[config.mk]
export PLATFORM = sky130hd
export DESIGN_NAME = circular_fifo_with_search
export DESIGN_NICKNAME = d
export VERILOG_FILES = /design/src/rtl/cfs_pkg.sv /design/src/rtl/cfs_front.sv /design/src/rtl/cfs_resq.sv /design/src/rtl/cfs_back.sv /design/src/rtl/circular_fifo_with_search.sv
export SDC_FILE = /design/constraint.sdc
export NUM_CORES = 2
export LEC_CHECK = 0
export BUFFER_PORTS_ARGS = -buffer_cell sky130_fd_sc_hd__buf_2
export CORE_AREA = 2 2 347 486
export DETAILED_ROUTE_END_ITERATION = 12
export DIE_AREA = 0 0 349 488
export PLACE_DENSITY = 0.54
export SYNTH_ARGS = -nofsm -noshare
export SYNTH_HDL_FRONTEND = slang
export SYNTH_HIERARCHICAL = 1
export SYNTH_SLANG_ARGS = --single-unit
[constraint.sdc]
create_clock -name clk -period 6.7 [get_ports clk]
set_input_delay 0.67 -clock clk [delete_from_list [all_inputs] [get_ports clk]]
set_output_delay 0.67 -clock clk [all_outputs]
set_load 0.1 [all_outputs]
[src/rtl/cfs_pkg.sv]
// ----------------------------------------------------------------------------
// cfs_pkg: shared types and constants of the circular fifo with search
// Item and result layouts, the decoded operation set, sequencer states and
// reset value of the configuration register.
// ----------------------------------------------------------------------------
package cfs_pkg;

    localparam int DEPTH_DEFAULT = 16;
    localparam int FIELD_W       = 32;
    localparam int CAP_W         = 5;
    localparam int OCC_W         = 5;
    localparam logic [CAP_W-1:0] CAP_RESET = 5'd16;

    localparam logic [2:0] ACT_ENQUEUE     = 3'd0;
    localparam logic [2:0] ACT_DEQUEUE     = 3'd1;
    localparam logic [2:0] ACT_PEEK_OLDEST = 3'd2;
    localparam logic [2:0] ACT_PEEK_NEWEST = 3'd3;
    localparam logic [2:0] ACT_CLEAR       = 3'd4;
    localparam logic [2:0] ACT_SEARCH      = 3'd5;

    typedef enum logic [2:0] {
        OP_ENQ,
        OP_DEQ,
        OP_PKO,
        OP_PKN,
        OP_CLR,
        OP_SRC,
        OP_NOP
    } op_t;

    typedef enum logic [1:0] {
        ST_IDLE,
        ST_READ,
        ST_SEARCH
    } state_t;

    typedef struct packed {
        logic [2:0]         action;
        logic [FIELD_W-1:0] item_data;
        logic [FIELD_W-1:0] item_tag;
    } in_item_t;

    typedef struct packed {
        logic               ok;
        logic [FIELD_W-1:0] out_data;
        logic [FIELD_W-1:0] out_tag;
        logic [OCC_W-1:0]   occupancy;
        logic               is_empty;
        logic               is_full;
    } res_item_t;

    typedef struct packed {
        op_t                op;
        logic [FIELD_W-1:0] data;
        logic [FIELD_W-1:0] tag;
    } cmd_t;

    typedef struct packed {
        logic [FIELD_W-1:0] data;
        logic [FIELD_W-1:0] tag;
    } entry_t;

endpackage

[src/rtl/cfs_front.sv]
// ----------------------------------------------------------------------------
// cfs_front: input side of the circular fifo with search
// Accepts input transactions, decodes the action into an operation and
// holds up to two decoded commands for the back end.
// ----------------------------------------------------------------------------
module cfs_front
    import cfs_pkg::*;
(
    input  logic     clk,
    input  logic     rst_n,
    input  logic     push,
    output logic     full,
    input  in_item_t item,
    output logic     cmd_valid,
    input  logic     cmd_ready,
    output cmd_t     cmd
);

    cmd_t       slot_reg [2];
    logic       wr_ptr_reg;
    logic       rd_ptr_reg;
    logic [1:0] count_reg;
    logic [1:0] count_next;
    cmd_t       dec;
    logic       wr_en;
    logic       rd_en;

    always_comb
    begin
        dec.data = item.item_data;
        dec.tag  = item.item_tag;
        unique case (item.action)
            ACT_ENQUEUE:     dec.op = OP_ENQ;
            ACT_DEQUEUE:     dec.op = OP_DEQ;
            ACT_PEEK_OLDEST: dec.op = OP_PKO;
            ACT_PEEK_NEWEST: dec.op = OP_PKN;
            ACT_CLEAR:       dec.op = OP_CLR;
            ACT_SEARCH:      dec.op = OP_SRC;
            default:         dec.op = OP_NOP;
        endcase
    end

    assign full      = (count_reg == 2'd2);
    assign cmd_valid = (count_reg != 2'd0);
    assign cmd       = slot_reg[rd_ptr_reg];
    assign wr_en     = push && !full;
    assign rd_en     = cmd_valid && cmd_ready;

    always_comb
    begin
        count_next = count_reg;
        if (wr_en && !rd_en)
        begin
            count_next = count_reg + 2'd1;
        end
        else if (rd_en && !wr_en)
        begin
            count_next = count_reg - 2'd1;
        end
    end

    always_ff @(posedge clk)
    begin
        if (wr_en)
        begin
            slot_reg[wr_ptr_reg] <= dec;
        end
    end

    always_ff @(posedge clk or negedge rst_n)
    begin
        if (!rst_n)
        begin
            wr_ptr_reg <= 1'b0;
            rd_ptr_reg <= 1'b0;
            count_reg  <= 2'd0;
        end
        else
        begin
            if (wr_en)
            begin
                wr_ptr_reg <= !wr_ptr_reg;
            end
            if (rd_en)
            begin
                rd_ptr_reg <= !rd_ptr_reg;
            end
            count_reg <= count_next;
        end
    end

endmodule

[src/rtl/cfs_resq.sv]
// ----------------------------------------------------------------------------
// cfs_resq: result queue of the circular fifo with search
// Two-entry queue that holds finished results until the receiver pops them.
// ----------------------------------------------------------------------------
module cfs_resq
    import cfs_pkg::*;
(
    input  logic      clk,
    input  logic      rst_n,
    input  logic      res_push,
    input  res_item_t res_in,
    output logic      res_full,
    output logic      empty,
    input  logic      pop,
    output res_item_t result
);

    res_item_t  slot_reg [2];
    logic       wr_ptr_reg;
    logic       rd_ptr_reg;
    logic [1:0] count_reg;
    logic [1:0] count_next;
    logic       wr_en;
    logic       rd_en;

    assign res_full = (count_reg == 2'd2);
    assign empty    = (count_reg == 2'd0);
    assign result   = slot_reg[rd_ptr_reg];
    assign wr_en    = res_push && !res_full;
    assign rd_en    = pop && !empty;

    always_comb
    begin
        count_next = count_reg;
        if (wr_en && !rd_en)
        begin
            count_next = count_reg + 2'd1;
        end
        else if (rd_en && !wr_en)
        begin
            count_next = count_reg - 2'd1;
        end
    end

    always_ff @(posedge clk)
    begin
        if (wr_en)
        begin
            slot_reg[wr_ptr_reg] <= res_in;
        end
    end

    always_ff @(posedge clk or negedge rst_n)
    begin
        if (!rst_n)
        begin
            wr_ptr_reg <= 1'b0;
            rd_ptr_reg <= 1'b0;
            count_reg  <= 2'd0;
        end
        else
        begin
            if (wr_en)
            begin
                wr_ptr_reg <= !wr_ptr_reg;
            end
            if (rd_en)
            begin
                rd_ptr_reg <= !rd_ptr_reg;
            end
            count_reg <= count_next;
        end
    end

endmodule

[src/rtl/cfs_back.sv]
// ----------------------------------------------------------------------------
// cfs_back: execution side of the circular fifo with search
// Owns the ring memory and its pointers, carries out one command at a time
// and walks the live entries one per cycle for a search.
// ----------------------------------------------------------------------------
module cfs_back
    import cfs_pkg::*;
#(
    parameter int DEPTH = DEPTH_DEFAULT
)
(
    input  logic             clk,
    input  logic             rst_n,
    input  logic [CAP_W-1:0] capacity_in_use,
    input  logic             cmd_valid,
    output logic             cmd_ready,
    input  cmd_t             cmd,
    input  logic             res_full,
    output logic             res_push,
    output res_item_t        res_out
);

    localparam int AW = $clog2(DEPTH);
    localparam int CW = $clog2(DEPTH + 1);
    localparam logic [CW-1:0] DEPTH_C = CW'(DEPTH);
    localparam logic [AW-1:0] LAST_SLOT = AW'(DEPTH - 1);

    entry_t            mem [DEPTH];
    entry_t            rd_data_reg;
    state_t            state_reg;
    state_t            state_next;
    logic [AW-1:0]     head_reg;
    logic [AW-1:0]     head_next;
    logic [AW-1:0]     newest_reg;
    logic [AW-1:0]     newest_next;
    logic [CW-1:0]     live_reg;
    logic [CW-1:0]     live_next;
    logic [AW-1:0]     srch_idx_reg;
    logic [AW-1:0]     srch_idx_next;
    logic [CW-1:0]     srch_cnt_reg;
    logic [CW-1:0]     srch_cnt_next;
    logic [FIELD_W-1:0] key_reg;
    logic [FIELD_W-1:0] key_next;
    logic [CW-1:0]     cap_eff;
    logic              take;
    logic              live_zero;
    logic              hit;
    logic              last;
    logic              mem_we;
    logic [AW-1:0]     mem_waddr;
    logic              rd_en;
    logic [AW-1:0]     rd_addr;
    logic [AW-1:0]     enq_idx;
    logic [AW-1:0]     srch_step;

    function automatic logic [AW-1:0] next_slot(input logic [AW-1:0] i,
                                                input logic [CW-1:0] c);
        logic [CW-1:0] n;
        n = CW'(i) + CW'(1);
        return (n >= c) ? '0 : n[AW-1:0];
    endfunction

    function automatic res_item_t status(input logic [CW-1:0] live,
                                         input logic [CW-1:0] c);
        res_item_t r;
        r           = '0;
        r.occupancy = OCC_W'(live);
        r.is_empty  = (live == '0);
        r.is_full   = (live >= c);
        return r;
    endfunction

    always_comb
    begin
        if (capacity_in_use == '0)
        begin
            cap_eff = CW'(1);
        end
        else if (32'(capacity_in_use) >= 32'(DEPTH))
        begin
            cap_eff = DEPTH_C;
        end
        else
        begin
            cap_eff = CW'(capacity_in_use);
        end
    end

    assign cmd_ready = (state_reg == ST_IDLE) && !res_full;
    assign take      = cmd_valid && cmd_ready;
    assign live_zero = (live_reg == '0);
    assign hit       = (rd_data_reg.data == key_reg);
    assign last      = ((srch_cnt_reg + CW'(1)) == live_reg);
    assign enq_idx   = live_zero ? '0 : next_slot(newest_reg, cap_eff);
    assign srch_step = next_slot(srch_idx_reg, cap_eff);

    // next state
    always_comb
    begin
        state_next = state_reg;
        unique case (state_reg)
            ST_IDLE:
            begin
                if (take && !live_zero)
                begin
                    if (cmd.op == OP_DEQ || cmd.op == OP_PKO || cmd.op == OP_PKN)
                    begin
                        state_next = ST_READ;
                    end
                    else if (cmd.op == OP_SRC)
                    begin
                        state_next = ST_SEARCH;
                    end
                end
            end
            ST_READ:
            begin
                state_next = ST_IDLE;
            end
            ST_SEARCH:
            begin
                if (hit || last)
                begin
                    state_next = ST_IDLE;
                end
            end
            default:
            begin
                state_next = ST_IDLE;
            end
        endcase
    end

    // datapath and outputs
    always_comb
    begin
        head_next     = head_reg;
        newest_next   = newest_reg;
        live_next     = live_reg;
        srch_idx_next = srch_idx_reg;
        srch_cnt_next = srch_cnt_reg;
        key_next      = key_reg;
        mem_we        = 1'b0;
        mem_waddr     = enq_idx;
        rd_en         = 1'b0;
        rd_addr       = head_reg;
        res_push      = 1'b0;
        res_out       = status(live_reg, cap_eff);
        unique case (state_reg)
            ST_IDLE:
            begin
                if (take)
                begin
                    case (cmd.op)
                        OP_ENQ:
                        begin
                            res_push = 1'b1;
                            if (live_reg < cap_eff)
                            begin
                                mem_we      = 1'b1;
                                newest_next = enq_idx;
                                if (live_zero)
                                begin
                                    head_next = '0;
                                end
                                live_next  = live_reg + CW'(1);
                                res_out    = status(live_next, cap_eff);
                                res_out.ok = 1'b1;
                            end
                        end
                        OP_DEQ:
                        begin
                            if (live_zero)
                            begin
                                res_push = 1'b1;
                            end
                            else
                            begin
                                rd_en     = 1'b1;
                                live_next = live_reg - CW'(1);
                                if (live_next == '0)
                                begin
                                    head_next   = '0;
                                    newest_next = LAST_SLOT;
                                end
                                else
                                begin
                                    head_next = next_slot(head_reg, cap_eff);
                                end
                            end
                        end
                        OP_PKO:
                        begin
                            if (live_zero)
                            begin
                                res_push = 1'b1;
                            end
                            else
                            begin
                                rd_en = 1'b1;
                            end
                        end
                        OP_PKN:
                        begin
                            rd_addr = newest_reg;
                            if (live_zero)
                            begin
                                res_push = 1'b1;
                            end
                            else
                            begin
                                rd_en = 1'b1;
                            end
                        end
                        OP_CLR:
                        begin
                            head_next   = '0;
                            newest_next = LAST_SLOT;
                            live_next   = '0;
                            res_push    = 1'b1;
                            res_out     = status('0, cap_eff);
                            res_out.ok  = 1'b1;
                        end
                        OP_SRC:
                        begin
                            srch_idx_next = head_reg;
                            srch_cnt_next = '0;
                            key_next      = cmd.data;
                            if (live_zero)
                            begin
                                res_push = 1'b1;
                            end
                            else
                            begin
                                rd_en = 1'b1;
                            end
                        end
                        default:
                        begin
                            res_push = 1'b1;
                        end
                    endcase
                end
            end
            ST_READ:
            begin
                res_push         = 1'b1;
                res_out.ok       = 1'b1;
                res_out.out_data = rd_data_reg.data;
                res_out.out_tag  = rd_data_reg.tag;
            end
            ST_SEARCH:
            begin
                if (hit || last)
                begin
                    res_push   = 1'b1;
                    res_out.ok = hit;
                end
                else
                begin
                    rd_en         = 1'b1;
                    rd_addr       = srch_step;
                    srch_idx_next = srch_step;
                    srch_cnt_next = srch_cnt_reg + CW'(1);
                end
            end
            default:
            begin
                res_push = 1'b0;
            end
        endcase
    end

    always_ff @(posedge clk)
    begin
        if (mem_we)
        begin
            mem[mem_waddr] <= '{data: cmd.data, tag: cmd.tag};
        end
        if (rd_en)
        begin
            rd_data_reg <= mem[rd_addr];
        end
    end

    always_ff @(posedge clk)
    begin
        srch_idx_reg <= srch_idx_next;
        srch_cnt_reg <= srch_cnt_next;
        key_reg      <= key_next;
    end

    always_ff @(posedge clk or negedge rst_n)
    begin
        if (!rst_n)
        begin
            state_reg  <= ST_IDLE;
            head_reg   <= '0;
            newest_reg <= LAST_SLOT;
            live_reg   <= '0;
        end
        else
        begin
            state_reg  <= state_next;
            head_reg   <= head_next;
            newest_reg <= newest_next;
            live_reg   <= live_next;
        end
    end

    a_push_has_room: assert property (@(posedge clk) disable iff (!rst_n)
        res_push |-> !res_full)
        else $error("result pushed into a full result queue");

    a_live_bound: assert property (@(posedge clk) disable iff (!rst_n)
        live_reg <= DEPTH_C)
        else $error("live count beyond depth");

    a_busy_nonempty: assert property (@(posedge clk) disable iff (!rst_n)
        (state_reg == ST_READ || state_reg == ST_SEARCH) && $past(take) |->
        ($past(live_reg) != '0))
        else $error("read or search started on an empty queue");

    a_empty_home: assert property (@(posedge clk) disable iff (!rst_n)
        (live_reg == '0) |-> (head_reg == '0))
        else $error("head not at slot zero while empty");

    a_read_one_cycle: assert property (@(posedge clk) disable iff (!rst_n)
        (state_reg == ST_READ) |=> (state_reg == ST_IDLE))
        else $error("read state held longer than one cycle");

endmodule

[src/rtl/circular_fifo_with_search.sv]
// ----------------------------------------------------------------------------
// circular_fifo_with_search: ring-buffer fifo with peek, clear and search
// Command queue in front, ring memory sequencer behind, result queue out.
//
// Usage:
//   item channel: push/full; a transaction is taken when push is high and
//     full is low. Each carries an action, a data word and a tag.
//   result channel: empty/pop; the oldest result sits on result while empty
//     is low and leaves when pop is high. Exactly one result per item.
//   cfg channel: cfg_valid/cfg_ready, always ready; cfg_data sets the number
//     of ring slots in use (0 acts as 1, above DEPTH acts as DEPTH). Write it
//     only while no item is in flight.
//   path: dequeue and peeks add the registered ring read of ST_READ, and
//     a search compares the live entries in turn until a hit or the last.
//   throughput: one item per cycle for enqueue and clear while the result
//     queue has room; dequeue, peeks and search hold the single sequencer
//     until their result is pushed, through its registered ring read port.
//   reset: queues and pointers clear at once, capacity returns to 16, ring
//     contents are not cleared. When pop is held low the result queue fills,
//     the sequencer stops, then the command queue fills and full rises.
// ----------------------------------------------------------------------------
module circular_fifo_with_search
    import cfs_pkg::*;
#(
    parameter int DEPTH = DEPTH_DEFAULT
)
(
    input  logic             clk,
    input  logic             rst_n,
    input  logic             push,
    output logic             full,
    input  in_item_t         item,
    output logic             empty,
    input  logic             pop,
    output res_item_t        result,
    input  logic             cfg_valid,
    output logic             cfg_ready,
    input  logic [CAP_W-1:0] cfg_data
);

    logic [CAP_W-1:0] capacity_reg;
    logic             cmd_valid;
    logic             cmd_ready;
    cmd_t             cmd;
    logic             res_full;
    logic             res_push;
    res_item_t        res_out;

    assign cfg_ready = 1'b1;

    always_ff @(posedge clk or negedge rst_n)
    begin
        if (!rst_n)
        begin
            capacity_reg <= CAP_RESET;
        end
        else if (cfg_valid && cfg_ready)
        begin
            capacity_reg <= cfg_data;
        end
    end

    cfs_front u_front (
        .clk       (clk),
        .rst_n     (rst_n),
        .push      (push),
        .full      (full),
        .item      (item),
        .cmd_valid (cmd_valid),
        .cmd_ready (cmd_ready),
        .cmd       (cmd)
    );

    cfs_back #(
        .DEPTH (DEPTH)
    ) u_back (
        .clk             (clk),
        .rst_n           (rst_n),
        .capacity_in_use (capacity_reg),
        .cmd_valid       (cmd_valid),
        .cmd_ready       (cmd_ready),
        .cmd             (cmd),
        .res_full        (res_full),
        .res_push        (res_push),
        .res_out         (res_out)
    );

    cfs_resq u_resq (
        .clk      (clk),
        .rst_n    (rst_n),
        .res_push (res_push),
        .res_in   (res_out),
        .res_full (res_full),
        .empty    (empty),
        .pop      (pop),
        .result   (result)
    );

endmodule

==> metrics.log <==
INFO  metric clkLatencyLatePin = 0.78 ns
INFO  metric multi_input_area = 0.01372 sq mm
INFO  metric postCtsResizedCells = 0
INFO  metric syn_nets = 3,696
INFO  metric depth_of_the_worst_register_to_register_path = 13
INFO  metric finalPower = 35.08 mW
INFO  metric floorplan.initialDensity = 0.3483
INFO  metric finish.cell_count_without_fillers = 5,996
INFO  metric number_of_max_slew_violations_in_the_final_report = 0
INFO  metric portBuffers = 150
INFO  metric hold_path.startpoint = item[56]
INFO  metric power.clock.fraction = 0.225
INFO  metric maximum_vdd_drop = 1.012 mV
INFO  metric syn_avg_cell_area = 16.12 sq um
INFO  metric yosys.cell_types.count = 75
INFO  metric drt_first_iter_violations = 2,307
INFO  metric layout_min_cycle_time = 4.793 ns
INFO  metric timing.final.crit_share = 0.7153
INFO  metric core.rowCount = 177
INFO  metric synth_edf_count = 1,407
INFO  metric cp-start-kind = register
INFO  metric drt_pass1_iterations = 5
INFO  metric globalRouteOverflowTotal = 0
INFO  metric initial_antenna_violation_count = 6
INFO  metric net-switching-power = 14.30 mW
INFO  metric rr_startpoint = capacity_reg[1]
INFO  metric largest_register_ffs = 1,024
INFO  metric yosys_warnings = 6
INFO  metric numCtsBuffers = 143
INFO  metric grt_overall_usage = 0.1698
INFO  metric critical_path.endpoint_type = register
INFO  metric cts_max_level = 4
INFO  metric reg2reg_to = u_back/rd_data_reg[7]
INFO  metric worstHoldPathType = in2reg
INFO  metric vias = 31,100
INFO  metric drcViolationCount = 0
INFO  metric ys_seq_area_frac = 0.7435
INFO  metric yosysTopAreaCellShare = 0.7313
INFO  metric floorplan.die.height = 488 um
INFO  metric maximum_number_of_pins_on_one_net_before_global_route_repair = 125
INFO  metric clk_root_buffer_cell = clkbuf_16
INFO  metric whs_endpoint = u_front/slot_reg[0][56]
INFO  metric critical_path_required = 7.20 ns
INFO  metric grt_setup_unrepaired = no
INFO  metric avgViaCountPerCell = 5.187
INFO  metric drv.max_cap_violation_count = 0
INFO  metric tritoncts_num_sinks = 1,435
INFO  metric timing_worst_setup_path_type = reg2reg
INFO  metric fin_setup_tns = 0 ns
INFO  metric timing.fmax = 208.6 MHz
INFO  metric grt_pass1_wl = 212,900 um
INFO  metric final_nets = 3,842
INFO  metric postCtsSetupRepairBufs = 0
INFO  metric worst_pin_slew = 1.143 ns
INFO  metric final-hold-violation-count = 0
INFO  metric die-width = 349 um
INFO  metric seqPwrFrac = 0.368
INFO  metric pwr_density_cell = 534.7 mW/mm^2
INFO  metric cts_hold_buffers = 1
INFO  metric yosys_register_bits = 1,435
INFO  metric power_switching_share = 0.4076
INFO  metric slew_headroom = 0.2381
INFO  metric drtAntennaViolNets = 0
INFO  metric synthCells = 3,585
INFO  metric post_route_cells_drive_above_1_share = 0.1986
INFO  metric total_leakage_power = 21.74 nW
INFO  metric p_int = 20.79 mW
INFO  metric clock_path_buffers = 3
INFO  metric arrival_time_reported_for_the_critical_path_endpoint = 5.30 ns
INFO  metric placement.setup.worst_slack = 1.943 ns
INFO  metric tritoncts = done
INFO  metric core_area = 0.1659 sq mm
INFO  metric area_growth_syn_to_layout = 13.57%
INFO  metric cell_depth_of_the_worst_hold_path = 1
INFO  metric netlist_area_before_placement = 0.05777 sq mm
INFO  metric synthTopCellsByArea = edfxtp_1 73%, nand2_1 4.0%, nand4_1 3.2%
INFO  metric via_count_of_the_first_global_routing_pass = 31,440
INFO  metric synth_top_cell_by_area = edfxtp_1
INFO  metric globalplace.congestion = 0.7960
INFO  metric io_pins = 152
INFO  metric p_comb_frac = 0.407
INFO  metric timing.final.setup_violations = 0
INFO  metric dominantRegCellSynth = edfxtp_1
INFO  metric dp.final_hpwl = 79,960 um
INFO  metric fin_skew = 0.02900 ns
INFO  metric num-fill-cells = 15,100
INFO  metric crit_fanout = 22
INFO  metric run_status = finished, final reports clean
INFO  metric postRouteWirelength = 145,200 um
INFO  metric dieArea = 0.1703 sq mm
INFO  metric post-route-worst-setup-slack = 1.907 ns
INFO  metric post-place-cells = 5,733
INFO  metric regToRegSetupSlack = 1.91 ns
INFO  metric average_wire_per_cell_in_the_routed_design = 24.22 um
INFO  metric async_reset_ff_frac = 0.01951
INFO  metric postLayoutCoreUtil = 0.3955
INFO  metric register_area = 0.04297 sq mm
INFO  metric clkSlewWorstSetupHoldPaths = 0.06 ns
cells in the final DEF (no fill, tap or decap), types with 47 or more instances in the layout:
master,count
nand2_1,615
buf_2,150
and2_1,66
mux2_4,90
clkbuf_16,144
edfxtp_1,1407
o21ai_1,97
nand4_1,294
mux2i_1,166
mux2_2,151
a221oi_2,56
xor2_1,47
layer usage:
layer | wire [um] | GRT usage | vias to the layer above | share of wire
met5 | 0 | 0 | - | 0
met4 | 3648 | 0.05347 | 0 | 0.025
met3 | 6620 | 0.02461 | 192 | 0.046
met2 | 73700 | 0.2964 | 809 | 0.51
met1 | 61250 | 0.2169 | 16060 | 0.42
li1 | - | - | 14040 | -
layout make-up:
type,count,area share
clock buffer,180,0.05729
clock inverter,80,0.01289
inverter,16,0.0009153
multi-input combinational,1919,0.2090
timing repair buffer,216,0.02399
sequential,1435,0.6548
antenna,2,0.00007628
tap,2148,0.04096
worst max path at each step:
stage,startpoint,to,slack [ns],cells past startpoint
final,capacity_reg[1],u_back/rd_data_reg[7],1.91,13
after global routing,capacity_reg[1],u_back/rd_data_reg[7],1.59,13
after CTS,capacity_reg[1],u_back/rd_data_reg[7],1.93,13
after detailed placement,capacity_reg[1],u_back/rd_data_reg[7],1.94,13
after global placement,capacity_reg[1],u_back/mem[7][59],2.01,12
after floorplan,capacity_reg[4],u_back/mem[10][0],0.91,10
power by group through the flow:
stage / combinational, mW / sequential (mW) / clock [mW]
after global routing: 15.3 / 13.0 / 8.44
after global placement: 14.4 / 13.1 / 0
after detailed placement: 14.4 / 13.1 / 0
after floorplan: 10.7 / 12.8 / 0
final: 14.3 / 12.9 / 7.89
after CTS: 14.5 / 12.9 / 8.13
cell usage after synthesis (13+ instances only):
master / number
edfxtp_1: 1407
nand2_1: 616
nand4_1: 294
mux2i_1: 166
mux2_2: 151
o21ai_1: 97
mux2_4: 90
buf_2: 88
clkbuf_1: 70
and2_1: 66
a221oi_2: 56
nor2_1: 54
xor2_1: 47
o21ai_0: 42
ha_1: 34
dfrtp_1: 23
mux2_1: 20
buf_4: 19
buf_6: 19
a21oi_1: 18
xnor2_1: 17
inv_1: 16
nand3_1: 15
o22ai_1: 13
o32ai_1: 13
critical path, stage by stage (launching register included):
cell and delay [ns]:
dfrtp_1 0.40, nor3_1 0.19, nor2_1 0.06, nor2_1 0.36
ha_1 0.31, nand2b_1 0.14, a2111o_1 0.42, o221ai_1 0.12
nand4_1 0.29, o221ai_4 0.96, buf_4 0.38, mux2i_1 0.25
o22ai_1 0.10, or4_1 0.53
through the flow:
| step | hold WS, ns | instance area [sq um] |
|---|---|---|
| 3_3_place_gp | 0.4738 | 60990 |
| 5_1_grt | 0.02974 | 65610 |
| 2_1_floorplan | 0.3744 | 57770 |
| 6_report | 0.07472 | 65610 |
| 3_5_place_dp | 0.4846 | 60990 |
| 4_1_cts | 0.002176 | 65610 |
cells by family (layout without fill, tap and decap cells):
logic type	after synthesis	count (layout)	synth area share
AOI/OAI and AO/OA	278	278	0.03807
xor gates and xnor gates	64	64	0.009702
adders and majority gates	35	35	0.007537
buffers and inverters	231	492	0.02298
DFF	1435	1435	0.7435
muxes	427	427	0.08548
other	1	3	0.00006491
and+or+nand+nor	1114	1114	0.09263
Power figures use the tool's default switching activity.
